### src/design/iol_pkg.sv
// Shared types, codes and defaults of the indexed ordered list.
`timescale 1ns / 1ps

package iol_pkg;

    // Default sizes of the list storage.
    localparam int DEPTH_DEF      = 64;
    localparam int DATA_WIDTH_DEF = 32;

    // Request codes carried in the action field.
    localparam logic [2:0] ACT_PUSH_FRONT = 3'd0;
    localparam logic [2:0] ACT_PUSH_BACK  = 3'd1;
    localparam logic [2:0] ACT_POP_FRONT  = 3'd2;
    localparam logic [2:0] ACT_POP_BACK   = 3'd3;
    localparam logic [2:0] ACT_INSERT     = 3'd4;
    localparam logic [2:0] ACT_REMOVE     = 3'd5;
    localparam logic [2:0] ACT_FIND       = 3'd6;
    localparam logic [2:0] ACT_QUERY      = 3'd7;

    // Status codes returned with every result item.
    localparam logic [2:0] STS_DONE      = 3'd0;
    localparam logic [2:0] STS_EMPTY     = 3'd1;
    localparam logic [2:0] STS_RANGE     = 3'd2;
    localparam logic [2:0] STS_FULL      = 3'd3;
    localparam logic [2:0] STS_NOT_FOUND = 3'd4;

    // One result item as handed from the sequencer to the output stage.
    typedef struct packed {
        logic [31:0] back_value;
        logic [31:0] front_value;
        logic        is_empty;
        logic [6:0]  entry_count;
        logic [6:0]  found_position;
        logic [2:0]  status;
    } iol_result_t;

endpackage

### src/design/iol_mem.sv
// Entry storage of the list: one write port and one registered read port.
`timescale 1ns / 1ps

module iol_mem #(
    parameter int DEPTH      = iol_pkg::DEPTH_DEF,
    parameter int DATA_WIDTH = iol_pkg::DATA_WIDTH_DEF,
    parameter int AW         = (DEPTH > 1) ? $clog2(DEPTH) : 1
) (
    input  logic                  aclk,
    input  logic                  re,
    input  logic [AW-1:0]         raddr,
    output logic [DATA_WIDTH-1:0] rdata,
    input  logic                  we,
    input  logic [AW-1:0]         waddr,
    input  logic [DATA_WIDTH-1:0] wdata
);

    logic [DATA_WIDTH-1:0] mem [DEPTH];

    // Write port.
    always_ff @(posedge aclk) begin
        if (we) begin
            mem[waddr] <= wdata;
        end
    end

    // Registered read port; rdata updates only while re is high.
    always_ff @(posedge aclk) begin
        if (re) begin
            rdata <= mem[raddr];
        end
    end

endmodule

### src/design/iol_seq.sv
// Request sequencer: decodes an item, shifts or scans the entries, reads front and back.
`timescale 1ns / 1ps

module iol_seq #(
    parameter int DEPTH      = iol_pkg::DEPTH_DEF,
    parameter int DATA_WIDTH = iol_pkg::DATA_WIDTH_DEF,
    parameter int AW         = (DEPTH > 1) ? $clog2(DEPTH) : 1
) (
    input  logic                  aclk,
    input  logic                  aresetn,
    // Request side
    input  logic                  in_valid,
    output logic                  in_ready,
    input  logic [2:0]            in_action,
    input  logic [5:0]            in_position,
    input  logic [31:0]           in_value,
    // Result side
    output logic                  res_valid,
    input  logic                  res_ready,
    output iol_pkg::iol_result_t  res,
    // Memory port
    output logic                  mem_re,
    output logic [AW-1:0]         mem_raddr,
    input  logic [DATA_WIDTH-1:0] mem_rdata,
    output logic                  mem_we,
    output logic [AW-1:0]         mem_waddr,
    output logic [DATA_WIDTH-1:0] mem_wdata
);

    import iol_pkg::*;

    localparam int CW = $clog2(DEPTH + 1);
    localparam int PW = (CW > 6) ? CW : 6;

    typedef enum logic [7:0] {
        ST_IDLE      = 8'b0000_0001,
        ST_SHIFT     = 8'b0000_0010,
        ST_PUT       = 8'b0000_0100,
        ST_FIND      = 8'b0000_1000,
        ST_RD_FRONT  = 8'b0001_0000,
        ST_RD_BACK   = 8'b0010_0000,
        ST_WAIT_BACK = 8'b0100_0000,
        ST_OUT       = 8'b1000_0000
    } state_t;

    state_t                state_reg, state_next;
    logic [CW-1:0]         cnt_reg, cnt_next;
    logic [CW-1:0]         left_reg, left_next;
    logic                  pend_reg, pend_next;
    logic                  up_reg, up_next;
    logic [AW-1:0]         rd_ptr_reg, rd_ptr_next;
    logic [AW-1:0]         lag_reg, lag_next;
    logic [AW-1:0]         put_addr_reg, put_addr_next;
    logic [DATA_WIDTH-1:0] data_reg, data_next;
    logic [2:0]            status_reg, status_next;
    logic [6:0]            found_reg, found_next;
    logic [31:0]           front_reg, front_next;
    logic [31:0]           back_reg, back_next;

    logic [PW-1:0]         pos_ext;
    logic [PW-1:0]         cnt_ext;
    logic [CW-1:0]         ins_pos;
    logic                  is_full;
    logic                  is_zero;
    logic                  match;

    // Request decode helpers.
    assign pos_ext = PW'(in_position);
    assign cnt_ext = PW'(cnt_reg);
    assign ins_pos = (pos_ext > cnt_ext) ? cnt_reg : CW'(pos_ext);
    assign is_full = (cnt_reg == CW'(DEPTH));
    assign is_zero = (cnt_reg == '0);
    assign match   = pend_reg && (mem_rdata == data_reg);

    // Next-state and memory access logic.
    always_comb begin
        state_next    = state_reg;
        cnt_next      = cnt_reg;
        left_next     = left_reg;
        pend_next     = pend_reg;
        up_next       = up_reg;
        rd_ptr_next   = rd_ptr_reg;
        lag_next      = lag_reg;
        put_addr_next = put_addr_reg;
        data_next     = data_reg;
        status_next   = status_reg;
        found_next    = found_reg;
        front_next    = front_reg;
        back_next     = back_reg;
        mem_re        = 1'b0;
        mem_raddr     = rd_ptr_reg;
        mem_we        = 1'b0;
        mem_waddr     = lag_reg;
        mem_wdata     = mem_rdata;

        unique case (state_reg)
            ST_IDLE: begin
                if (in_valid) begin
                    data_next   = DATA_WIDTH'(in_value);
                    found_next  = '0;
                    status_next = STS_DONE;
                    pend_next   = 1'b0;
                    state_next  = ST_RD_FRONT;
                    unique case (in_action) inside
                        ACT_PUSH_FRONT, ACT_PUSH_BACK, ACT_INSERT: begin
                            if (is_full) begin
                                status_next = STS_FULL;
                            end else begin
                                // Open a hole at the target by moving the tail up.
                                up_next     = 1'b1;
                                rd_ptr_next = AW'(cnt_reg - CW'(1));
                                state_next  = ST_SHIFT;
                                if (in_action == ACT_PUSH_FRONT) begin
                                    put_addr_next = '0;
                                    left_next     = cnt_reg;
                                end else if (in_action == ACT_PUSH_BACK) begin
                                    put_addr_next = AW'(cnt_reg);
                                    left_next     = '0;
                                end else begin
                                    put_addr_next = AW'(ins_pos);
                                    left_next     = cnt_reg - ins_pos;
                                end
                            end
                        end
                        ACT_POP_FRONT: begin
                            if (is_zero) begin
                                status_next = STS_EMPTY;
                            end else begin
                                up_next     = 1'b0;
                                rd_ptr_next = AW'(1);
                                left_next   = cnt_reg - CW'(1);
                                state_next  = ST_SHIFT;
                            end
                        end
                        ACT_REMOVE: begin
                            if (pos_ext >= cnt_ext) begin
                                status_next = STS_RANGE;
                            end else begin
                                // Close the gap by moving the tail down.
                                up_next     = 1'b0;
                                rd_ptr_next = AW'(pos_ext + PW'(1));
                                left_next   = CW'(cnt_ext - pos_ext - PW'(1));
                                state_next  = ST_SHIFT;
                            end
                        end
                        ACT_POP_BACK: begin
                            if (is_zero) begin
                                status_next = STS_EMPTY;
                            end else begin
                                cnt_next = cnt_reg - CW'(1);
                            end
                        end
                        ACT_FIND: begin
                            rd_ptr_next = '0;
                            left_next   = cnt_reg;
                            status_next = STS_NOT_FOUND;
                            found_next  = 7'(cnt_reg);
                            state_next  = ST_FIND;
                        end
                        ACT_QUERY: begin
                            state_next = ST_RD_FRONT;
                        end
                    endcase
                end
            end

            ST_SHIFT: begin
                // Read one entry per cycle and write it one place over in the following cycle.
                if (left_reg != '0) begin
                    mem_re      = 1'b1;
                    rd_ptr_next = up_reg ? rd_ptr_reg - AW'(1) : rd_ptr_reg + AW'(1);
                    lag_next    = up_reg ? rd_ptr_reg + AW'(1) : rd_ptr_reg - AW'(1);
                    left_next   = left_reg - CW'(1);
                    pend_next   = 1'b1;
                end else begin
                    pend_next = 1'b0;
                end
                if (pend_reg) begin
                    mem_we = 1'b1;
                end
                if (left_reg == '0 && !pend_reg) begin
                    if (up_reg) begin
                        state_next = ST_PUT;
                    end else begin
                        cnt_next   = cnt_reg - CW'(1);
                        state_next = ST_RD_FRONT;
                    end
                end
            end

            ST_PUT: begin
                mem_we     = 1'b1;
                mem_waddr  = put_addr_reg;
                mem_wdata  = data_reg;
                cnt_next   = cnt_reg + CW'(1);
                state_next = ST_RD_FRONT;
            end

            ST_FIND: begin
                // Scan from the front, comparing each entry in the cycle after its read.
                if (left_reg != '0) begin
                    mem_re      = 1'b1;
                    rd_ptr_next = rd_ptr_reg + AW'(1);
                    lag_next    = rd_ptr_reg;
                    left_next   = left_reg - CW'(1);
                end
                pend_next = (left_reg != '0);
                if (match) begin
                    status_next = STS_DONE;
                    found_next  = 7'(lag_reg);
                    pend_next   = 1'b0;
                    left_next   = '0;
                    state_next  = ST_RD_FRONT;
                end else if (left_reg == '0 && !pend_reg) begin
                    state_next = ST_RD_FRONT;
                end
            end

            ST_RD_FRONT: begin
                if (is_zero) begin
                    front_next = '0;
                    back_next  = '0;
                    state_next = ST_OUT;
                end else begin
                    mem_re     = 1'b1;
                    mem_raddr  = '0;
                    state_next = ST_RD_BACK;
                end
            end

            ST_RD_BACK: begin
                front_next = 32'(mem_rdata);
                mem_re     = 1'b1;
                mem_raddr  = AW'(cnt_reg - CW'(1));
                state_next = ST_WAIT_BACK;
            end

            ST_WAIT_BACK: begin
                back_next  = 32'(mem_rdata);
                state_next = ST_OUT;
            end

            ST_OUT: begin
                if (res_ready) begin
                    state_next = ST_IDLE;
                end
            end

            default: begin
                state_next = ST_IDLE;
            end
        endcase
    end

    // Control registers.
    always_ff @(posedge aclk) begin
        if (!aresetn) begin
            state_reg <= ST_IDLE;
            cnt_reg   <= '0;
            left_reg  <= '0;
            pend_reg  <= 1'b0;
        end else begin
            state_reg <= state_next;
            cnt_reg   <= cnt_next;
            left_reg  <= left_next;
            pend_reg  <= pend_next;
        end
    end

    // Payload registers.
    always_ff @(posedge aclk) begin
        up_reg       <= up_next;
        rd_ptr_reg   <= rd_ptr_next;
        lag_reg      <= lag_next;
        put_addr_reg <= put_addr_next;
        data_reg     <= data_next;
        status_reg   <= status_next;
        found_reg    <= found_next;
        front_reg    <= front_next;
        back_reg     <= back_next;
    end

    // Handshake and result assembly.
    assign in_ready  = (state_reg == ST_IDLE);
    assign res_valid = (state_reg == ST_OUT);

    always_comb begin
        res.status         = status_reg;
        res.found_position = found_reg;
        res.entry_count    = 7'(cnt_reg);
        res.is_empty       = is_zero;
        res.front_value    = front_reg;
        res.back_value     = back_reg;
    end

    // The count never exceeds the storage depth.
    a_count_bound: assert property (@(posedge aclk) disable iff (!aresetn)
        cnt_reg <= CW'(DEPTH))
        else $error("entry count exceeds depth");

    // Writes land at or below the current count.
    a_write_bound: assert property (@(posedge aclk) disable iff (!aresetn)
        mem_we |-> (CW'(mem_waddr) <= cnt_reg))
        else $error("write beyond the list end");

    // A shift never reads the entry it writes in the same cycle.
    a_no_overlap: assert property (@(posedge aclk) disable iff (!aresetn)
        (mem_we && mem_re) |-> (mem_waddr != mem_raddr))
        else $error("read and write collide on one entry");

    // Only one request is in work at a time.
    a_one_item: assert property (@(posedge aclk) disable iff (!aresetn)
        (in_valid && in_ready) |=> !in_ready)
        else $error("second item taken while busy");

endmodule

### src/design/indexed_ordered_list_core.sv
// Top level of the indexed ordered list: request channel, sequencer, storage and output stage.
`timescale 1ns / 1ps

// Indexed ordered list. Each item on the s_ channel is one request (push or pop
// at either end, insert or remove at a position, find a value, or query), and
// each request yields exactly one result item on the m_ channel with a status,
// the find position, the entry count, an empty flag and the front and back values.
// One request is in work at a time; s_tready is high only while the sequencer
// is idle. Push, insert, pop front and remove move the entries from the target
// on by one place, and find scans from the front until a match; each request
// then reads the front and back values unless the list is empty. The entry
// memory has one read and one write port, and the sequencer moves or compares
// one entry per cycle. s_tready rises again in the cycle after the result moves
// to the output stage. A registered output stage holds the result, so the next
// request is accepted while a result waits; if the receiver still stalls when the
// next result is finished, the sequencer holds it until the output stage frees up.
// Reset (aresetn low, synchronous) empties the list and drops any pending result.
module indexed_ordered_list_core #(
    parameter int DEPTH      = iol_pkg::DEPTH_DEF,
    parameter int DATA_WIDTH = iol_pkg::DATA_WIDTH_DEF
) (
    input  logic        aclk,
    input  logic        aresetn,
    input  logic        s_tvalid,
    output logic        s_tready,
    input  logic [39:0] s_tdata,   // [5:0] position, [37:6] value, [39:38] zero
    input  logic [2:0]  s_tuser,   // [2:0] action
    output logic        m_tvalid,
    input  logic        m_tready,
    output logic [87:0] m_tdata    // [2:0] status, [9:3] found_position,
                                   // [16:10] entry_count, [17] is_empty,
                                   // [49:18] front_value, [81:50] back_value,
                                   // [87:82] zero
);

    import iol_pkg::*;

    localparam int AW = (DEPTH > 1) ? $clog2(DEPTH) : 1;

    logic                  mem_re;
    logic [AW-1:0]         mem_raddr;
    logic [DATA_WIDTH-1:0] mem_rdata;
    logic                  mem_we;
    logic [AW-1:0]         mem_waddr;
    logic [DATA_WIDTH-1:0] mem_wdata;

    logic                  res_valid;
    logic                  res_ready;
    iol_result_t           res;

    logic                  m_valid_reg, m_valid_next;
    iol_result_t           m_res_reg;
    logic                  load;

    iol_seq #(
        .DEPTH      (DEPTH),
        .DATA_WIDTH (DATA_WIDTH),
        .AW         (AW)
    ) u_seq (
        .aclk        (aclk),
        .aresetn     (aresetn),
        .in_valid    (s_tvalid),
        .in_ready    (s_tready),
        .in_action   (s_tuser),
        .in_position (s_tdata[5:0]),
        .in_value    (s_tdata[37:6]),
        .res_valid   (res_valid),
        .res_ready   (res_ready),
        .res         (res),
        .mem_re      (mem_re),
        .mem_raddr   (mem_raddr),
        .mem_rdata   (mem_rdata),
        .mem_we      (mem_we),
        .mem_waddr   (mem_waddr),
        .mem_wdata   (mem_wdata)
    );

    iol_mem #(
        .DEPTH      (DEPTH),
        .DATA_WIDTH (DATA_WIDTH),
        .AW         (AW)
    ) u_mem (
        .aclk  (aclk),
        .re    (mem_re),
        .raddr (mem_raddr),
        .rdata (mem_rdata),
        .we    (mem_we),
        .waddr (mem_waddr),
        .wdata (mem_wdata)
    );

    // Output stage: takes a result whenever it is empty or being drained.
    assign res_ready    = !m_valid_reg || m_tready;
    assign load         = res_valid && res_ready;
    assign m_valid_next = load || (m_valid_reg && !m_tready);

    always_ff @(posedge aclk) begin
        if (!aresetn) begin
            m_valid_reg <= 1'b0;
        end else begin
            m_valid_reg <= m_valid_next;
        end
    end

    always_ff @(posedge aclk) begin
        if (load) begin
            m_res_reg <= res;
        end
    end

    assign m_tvalid = m_valid_reg;
    assign m_tdata  = {6'b0, m_res_reg.back_value, m_res_reg.front_value,
                       m_res_reg.is_empty, m_res_reg.entry_count,
                       m_res_reg.found_position, m_res_reg.status};

endmodule
### config.mk
export PLATFORM = sky130hd
export DESIGN_NAME = indexed_ordered_list_core
export DESIGN_NICKNAME = d
export VERILOG_FILES = /design/src/design/iol_pkg.sv /design/src/design/iol_mem.sv /design/src/design/iol_seq.sv /design/src/design/indexed_ordered_list_core.sv
export SDC_FILE = /design/constraint.sdc
export NUM_CORES = 2
export LEC_CHECK = 0
export BUFFER_PORTS_ARGS = -buffer_cell sky130_fd_sc_hd__buf_4
export CAP_MARGIN = 0
export CORE_AREA = 2 2 452 454
export DETAILED_ROUTE_END_ITERATION = 8
export DIE_AREA = 0 0 454 456
export RECOVER_POWER = 100
export SLEW_MARGIN = 40
export SYNTH_ARGS = -nofsm -noshare
export SYNTH_HDL_FRONTEND = slang
export SYNTH_HIERARCHICAL = 1
export SYNTH_SLANG_ARGS = --single-unit
### constraint.sdc
create_clock -name aclk -period 9.95 [get_ports aclk]
set_input_delay 1.99 -clock aclk [delete_from_list [all_inputs] [get_ports aclk]]
set_output_delay 1.99 -clock aclk [all_outputs]
set_load 0.02 [all_outputs]
# Word level (Yosys, flattened, before mapping)
# Memory sizes are Yosys's and may differ from the RTL's. A register that Yosys moved wholly into a read port is not among the register bits.
# Cells that the tools add are included.
# Widths: inputs -> output; s select.
[word_totals]
ff_bits = 231
latch_bits = 0
ram_bits = 2048
rom_bits = 0
elab_cells = 176
memories = 1
[mem_list]
columns = ["name", "words", "width", "rd", "rd_clocked_by_memory_dff", "wr", "line_no", "source"]
rows = [
  ["u_mem.mem", 64, 32, 1, 1, 1, "iol_mem.sv:18", "logic [DATA_WIDTH-1:0] mem [DEPTH];"],
]
[op_classes]
addsub = 9
n_mul = 0
n_div = 0
magnitude_cmp = 2
eq_ne = 34
n_shift = 0
mux = 74
bitwise = 1
n_reduce_logical = 35
[op_table]
columns = ["operator", "n"]
rows = [
  ["$pmux 32 s2", 2],
  ["$mux 7", 16],
  ["$mux 6", 13],
  ["$mux 32", 2],
  ["$pmux 8 s8", 1],
  ["$mux 8", 6],
  ["$pmux 7 s3", 2],
  ["$eq 32x32->1", 1],
  ["$pmux 8 s4", 1],
  ["$pmux 7 s4", 1],
  ["$pmux 6 s2", 2],
  ["$pmux 6 s4", 1],
  ["$sub 7x1->7 const B", 3],
  ["$mux 5", 4],
  ["$pmux 6 s3", 1],
  ["$reduce_and 6->1", 3],
  ["$logic_not 7->1", 2],
  ["$ne 2x1->1 const B", 7],
  ["$pmux 7 s2", 1],
  ["$add 6x1->6 const B", 2],
  ["$ne 2x2->1 const B", 6],
  ["$pmux 3 s4", 1],
  ["$mux 1", 11],
  ["$eq 3x3->1 const B", 3],
  ["39 further kinds", 63],
]

# Longest topological paths before layout
[depth]
depth_word = 9
mapped_depth = 19

# By module
# Netlist, hierarchy kept.
[modules_own_cells]
columns = ["module", "instances", "cells_per_inst", "area_per_inst_um2"]
rows = [
  ["iol_mem", 1, 3511, 79359.9],
  ["iol_seq", 1, 895, 8562.0],
  ["indexed_ordered_list_core", 1, 94, 2568.7],
]

# Worst setup path before layout
# Ideal clock, no wire load.
[synth_timing]
path_kind = "input to register"
start = "input port s_tdata[4]"
end = "register u_seq.left_reg[5]"
setup_ns = 0.081
arrival_ns = 4.906
required_ns = 9.869
setup_slack_ns = 4.964
stages = 14
n_path_buf = 1
cell_sequence = "ha_1 -> a211oi_1 -> nor3_1 -> o21ai_1 -> clkbuf_1 -> nor2_1 -> a21oi_1 -> ha_1 -> and2_1 -> a311o_1 -> o221ai_1 -> xor2_1 -> or4_1 -> a41oi_1"
[synth_between]
elab_chain_len = 9
[synth_rtl]
columns = ["item", "line_no", "source"]
rows = [
  ["start: declaration", "indexed_ordered_list_core.sv:26", "input logic [39:0] s_tdata,"],
  ["$gt 6x7->1", "iol_seq.sv:70", "assign ins_pos = (pos_ext > cnt_ext) ? cnt_reg : CW'(pos_ext);"],
  ["$mux 7", "iol_seq.sv:70", ""],
  ["$sub 7x7->7", "iol_seq.sv:121", "left_next = cnt_reg - ins_pos;"],
  ["$mux 7", "iol_seq.sv:116", "end else if (in_action == ACT_PUSH_BACK) begin"],
  ["$mux 7", "iol_seq.sv:113", "if (in_action == ACT_PUSH_FRONT) begin"],
  ["$mux 7", "iol_seq.sv:106", "if (is_full) begin"],
  ["$pmux 7 s4", "iol_seq.sv:104", "unique case (in_action) inside"],
  ["$mux 7", "iol_seq.sv:98", "if (in_valid) begin"],
  ["$pmux 7 s3", "iol_seq.sv:96", "unique case (state_reg)"],
  ["end signal: assignment", "iol_seq.sv:265", "left_reg <= left_next;"],
  ["end: declaration", "iol_seq.sv:48", "logic [CW-1:0] left_reg, left_next;"],
]
# Parallel ways exist; a longest one is shown, timed or not. The select of a mux whose other input is x is not followed.
# A chain may end at the register's enable or synchronous reset.

# Worst setup path in the final report
[layout_timing]
start = "register u_seq.state_reg[7]"
end = "memory u_mem/mem[12][9] (netlist bit) (enable)"
[layout_lines]
columns = ["item", "line_no", "source"]
rows = [
  ["start: declaration", "iol_seq.sv:46", "state_t state_reg, state_next;"],
  ["start signal: assignment", "iol_seq.sv:263", "state_reg <= state_next;"],
  ["$eq 8x3->1", "iol_seq.sv:96", ""],
  ["$mux 6", "iol_seq.sv:96", ""],
  ["named net mem_waddr[2]", "indexed_ordered_list_core.sv:44", "logic [AW-1:0] mem_waddr;"],
  ["end: declaration", "iol_mem.sv:18", ""],
]
# The timed path passes the listed nets, and every way through them passes these cells.

==> metrics.md <==
| Metric | Value |
|---|---|
| Outcome | `finished with violations` |
| Failing checks | `capacitance limit, slew limit` |
| Ys Warns | `6` |
| CP most frequent cell | `nand2_1` |
| Setup repair after global routing missed its margin | `false` |
| WP buf/inv | `1` |
| Crit Path Category | `reg -> reg` |
| Synth Register Bits | `2311` |
| Hold Crit Class | `reg -> reg` |
| First-pass GRT wire length | `334 mm` |
| Yosys top cell by area | `edfxtp_1` |
| Die Span Y | `456 um` |
| Rows | `165` |
| Worst Path Required | `10.40 ns` |
| Final GP Congestion | `0.845` |
| Top cells by area, synth | `edfxtp_1 76%, mux4_2 11%, mux2i_1 2.1%` |
| Slew Limit Fails | `4119` |
| Largest Register | `u_mem/mem` |
| Placement Cell Area | `0.0955 sq mm` |
| Number of global-route vias before repair | `45200` |
| Number of top-level pins | `137` |
| WHS Endpoint | `m_tdata[51]$_DFFE_PP_` |
| Max_slew headroom | `-1.48` |
| Htree depth | `4` |
| Nature of the critical path startpoint | `register` |
| Top FF cell, synth | `edfxtp_1` |
| Post-CTS Setup Repair Bufs | `0` |
| Reg-to-reg startpoint | `u_seq/state_reg[7]$_SDFFE_PN0P_` |
| Worst r2r path cells | `9` |
| Clock-pin slew on the worst setup and hold paths | `0.06 ns` |
| Worst skew pair latency | `0.88 ns` |
| Maximum vdd drop | `194 uV` |
| Cell area after synthesis | `0.0905 sq mm` |
| Sequential area share after synthesis | `0.764` |
| CP max FO | `21` |
| Fin crit period | `7.64 ns` |
| Post-Synthesis Cells | `4500` |
| Area of the die | `0.207 sq mm` |
| Clock Skew | `0.0426 ns` |
| Number of flops mapped to enable cells by yosys | `2287` |
| CTS Buffer Depth | `3` |
| Cell variety after synth | `97` |
| CTS buffer count | `220` |
| Vias per inst | `6.05` |
| Share of layout cells above drive strength 1 | `0.189` |
| CTS tree | `built` |
| Hold buffer count at cts | `0` |
| CP Cell Sequence | `or4_1 > or3_1 > nor3b_1 > nand2_1 > nand2_1 > or3b_2 > or2_0 > nor2_1 > clkbuf_1` |
| All-Layer GR Usage | `0.226` |
| Port bufs | `128` |
| Setup-failing EPs final | `0` |
| Routed wire length | `236 mm` |
| Post-DR wirelength/cell | `30.9 um` |
| Pre-antenna DRT Iters | `7` |
| Top cell type's share of synthesized area | `0.759` |
| Worst path slowest cell | `nor3b_1` |
| Hold_sp | `u_seq/back_reg[1]$_SDFFCE_PN0P_` |
| Top delay family on crit path | `simple AND/OR/NAND/NOR gates` |
| Leakage | `31.9 nW` |
| Pin count of the biggest net entering global routing | `109` |
| R2r endpoint | `u_mem/mem[12][9]$_DFFE_PP_` |
| Die Span X | `454 um` |
| Layout area overhead | `12.1%` |
| Async set or reset register ratio after synthesis | `0` |
| Synth top cells by count | `2287 x edfxtp_1, 446 x mux4_2, 206 x nand2_1, 193 x mux2i_1, 150 x nor2_1` |
| Routed Antenna Nets | `0` |
| Worst R2R Setup Slack | `2.31 ns` |
| Root buf cell | `clkbuf_16` |
| Slew @ Worst Pin | `3.72 ns` |
| Critical Path End Type | `register` |
| Worst Hold Depth | `0` |
| Final Cycle Share | `0.768` |
| Clk sinks | `2311` |
| Final HPWL DP | `132 mm` |
| Iter 0 DRT Violations | `5919` |
| Arr. time, crit path | `8.09 ns` |
| Final Hold Fails | `0` |
| Final net count | `4841` |
| Resize count post-CTS | `0` |
| Syn Area/Cell | `20.1 sq um` |
| DR vias | `46200` |
| Crit-path max cell delay | `1.48 ns` |
| Initial antenna violation count | `13` |
| Drt drc | `0` |
| Initial Utilization | `0.449` |
| Sum Neg Setup Slack | `0 ns` |
| GRT overflow | `0` |
| Count leader, synth | `edfxtp_1` |
| Post-route cell area | `0.101 sq mm` |
| Max reg flops | `2048` |
| Pwr dens | `218 mW/mm^2` |
| MaxCap Viol Count | `111` |
| Core box area | `0.202 sq mm` |
| Max Fclk | `131 MHz` |
-- how the worst max path moves through the flow --
stage,startpoint,endpoint,depth (start not counted)
final,u_seq/state_reg[7]$_SDFFE_PN0P_,u_mem/mem[12][9]$_DFFE_PP_,9
after CTS,u_seq/state_reg[7]$_SDFFE_PN0P_,u_mem/rdata[6]$_DFFE_PP_,11
after detailed placement,u_seq/state_reg[7]$_SDFFE_PN0P_,u_mem/rdata[6]$_DFFE_PP_,11
after global routing,u_seq/state_reg[7]$_SDFFE_PN0P_,u_mem/mem[61][14]$_DFFE_PP_,7
after global placement,u_seq/state_reg[7]$_SDFFE_PN0P_,u_mem/rdata[6]$_DFFE_PP_,11
after floorplan,s_tdata[4],u_seq/left_reg[5]$_SDFFE_PN0P_,14
-- report_power, final --
group | leakage [nW] | internal (W) | switching, W
logic | 7.71 | 0.00115 | 0.00199
registers | 20.8 | 0.0108 | 0.0000695
clock network | 3.36 | 0.00446 | 0.00363
-- logic make-up after synthesis --
family          Yosys count  synth area share
mux                     639             0.132
other cells               1         0.0000414
fa+ha+maj                23           0.00326
buf+inv                 291            0.0182
xor+xnor                 60           0.00589
compound gates          528            0.0408
simple gates            647            0.0352
flops                  2311             0.764
-- cell usage in the layout (no fill, tap or decap), drive strengths merged, types with 31 or more instances in the layout --
cell | synthesis | layout
xor2 | 31 | 31
nand2 | 206 | 206
and2 | 72 | 72
clkinv | 3 | 112
buf | 139 | 63
a22oi | 129 | 129
mux4 | 446 | 446
o21ai | 78 | 78
nand3 | 63 | 63
edfxtp | 2287 | 2287
inv | 37 | 48
nor2 | 150 | 150
mux2i | 193 | 193
a21oi | 67 | 67
o22ai | 55 | 55
clkbuf | 112 | 498
-- routing by layer --
| layer | track usage | wire (um) |
|---|---|---|
| met5 | 0 | 34 |
| met4 | 0.0591 | 6000 |
| met3 | 0.0347 | 19200 |
| met2 | 0.358 | 113000 |
| met1 | 0.330 | 98500 |
-- layout make-up --
type                       count  area [sq um]
clock inverter               142          1230
antenna                       10          25.0
inverter                      40           150
multi-input combinational   1903         20300
clock buffer                 266          5680
fill                       16300        100000
sequential                  2311         69200
timing repair buffer         295          1600
tap                         2672          3340
-- stage by stage --
stage	utilization	std cells	total power [W]	hold WS [ns]	setup WS [ns]
2_1_floorplan	-	4505	0.0131	0.400	4.96
3_3_place_gp	0.472	7208	0.0142	0.401	3.99
3_5_place_dp	0.473	7214	0.0142	0.405	4.21
4_1_cts	0.508	7622	0.0222	0.420	4.18
5_1_grt	0.503	7630	0.0228	0.424	1.97
6_report	0.503	7639	0.0221	0.418	2.31
Power figures use the tool's default switching activity.
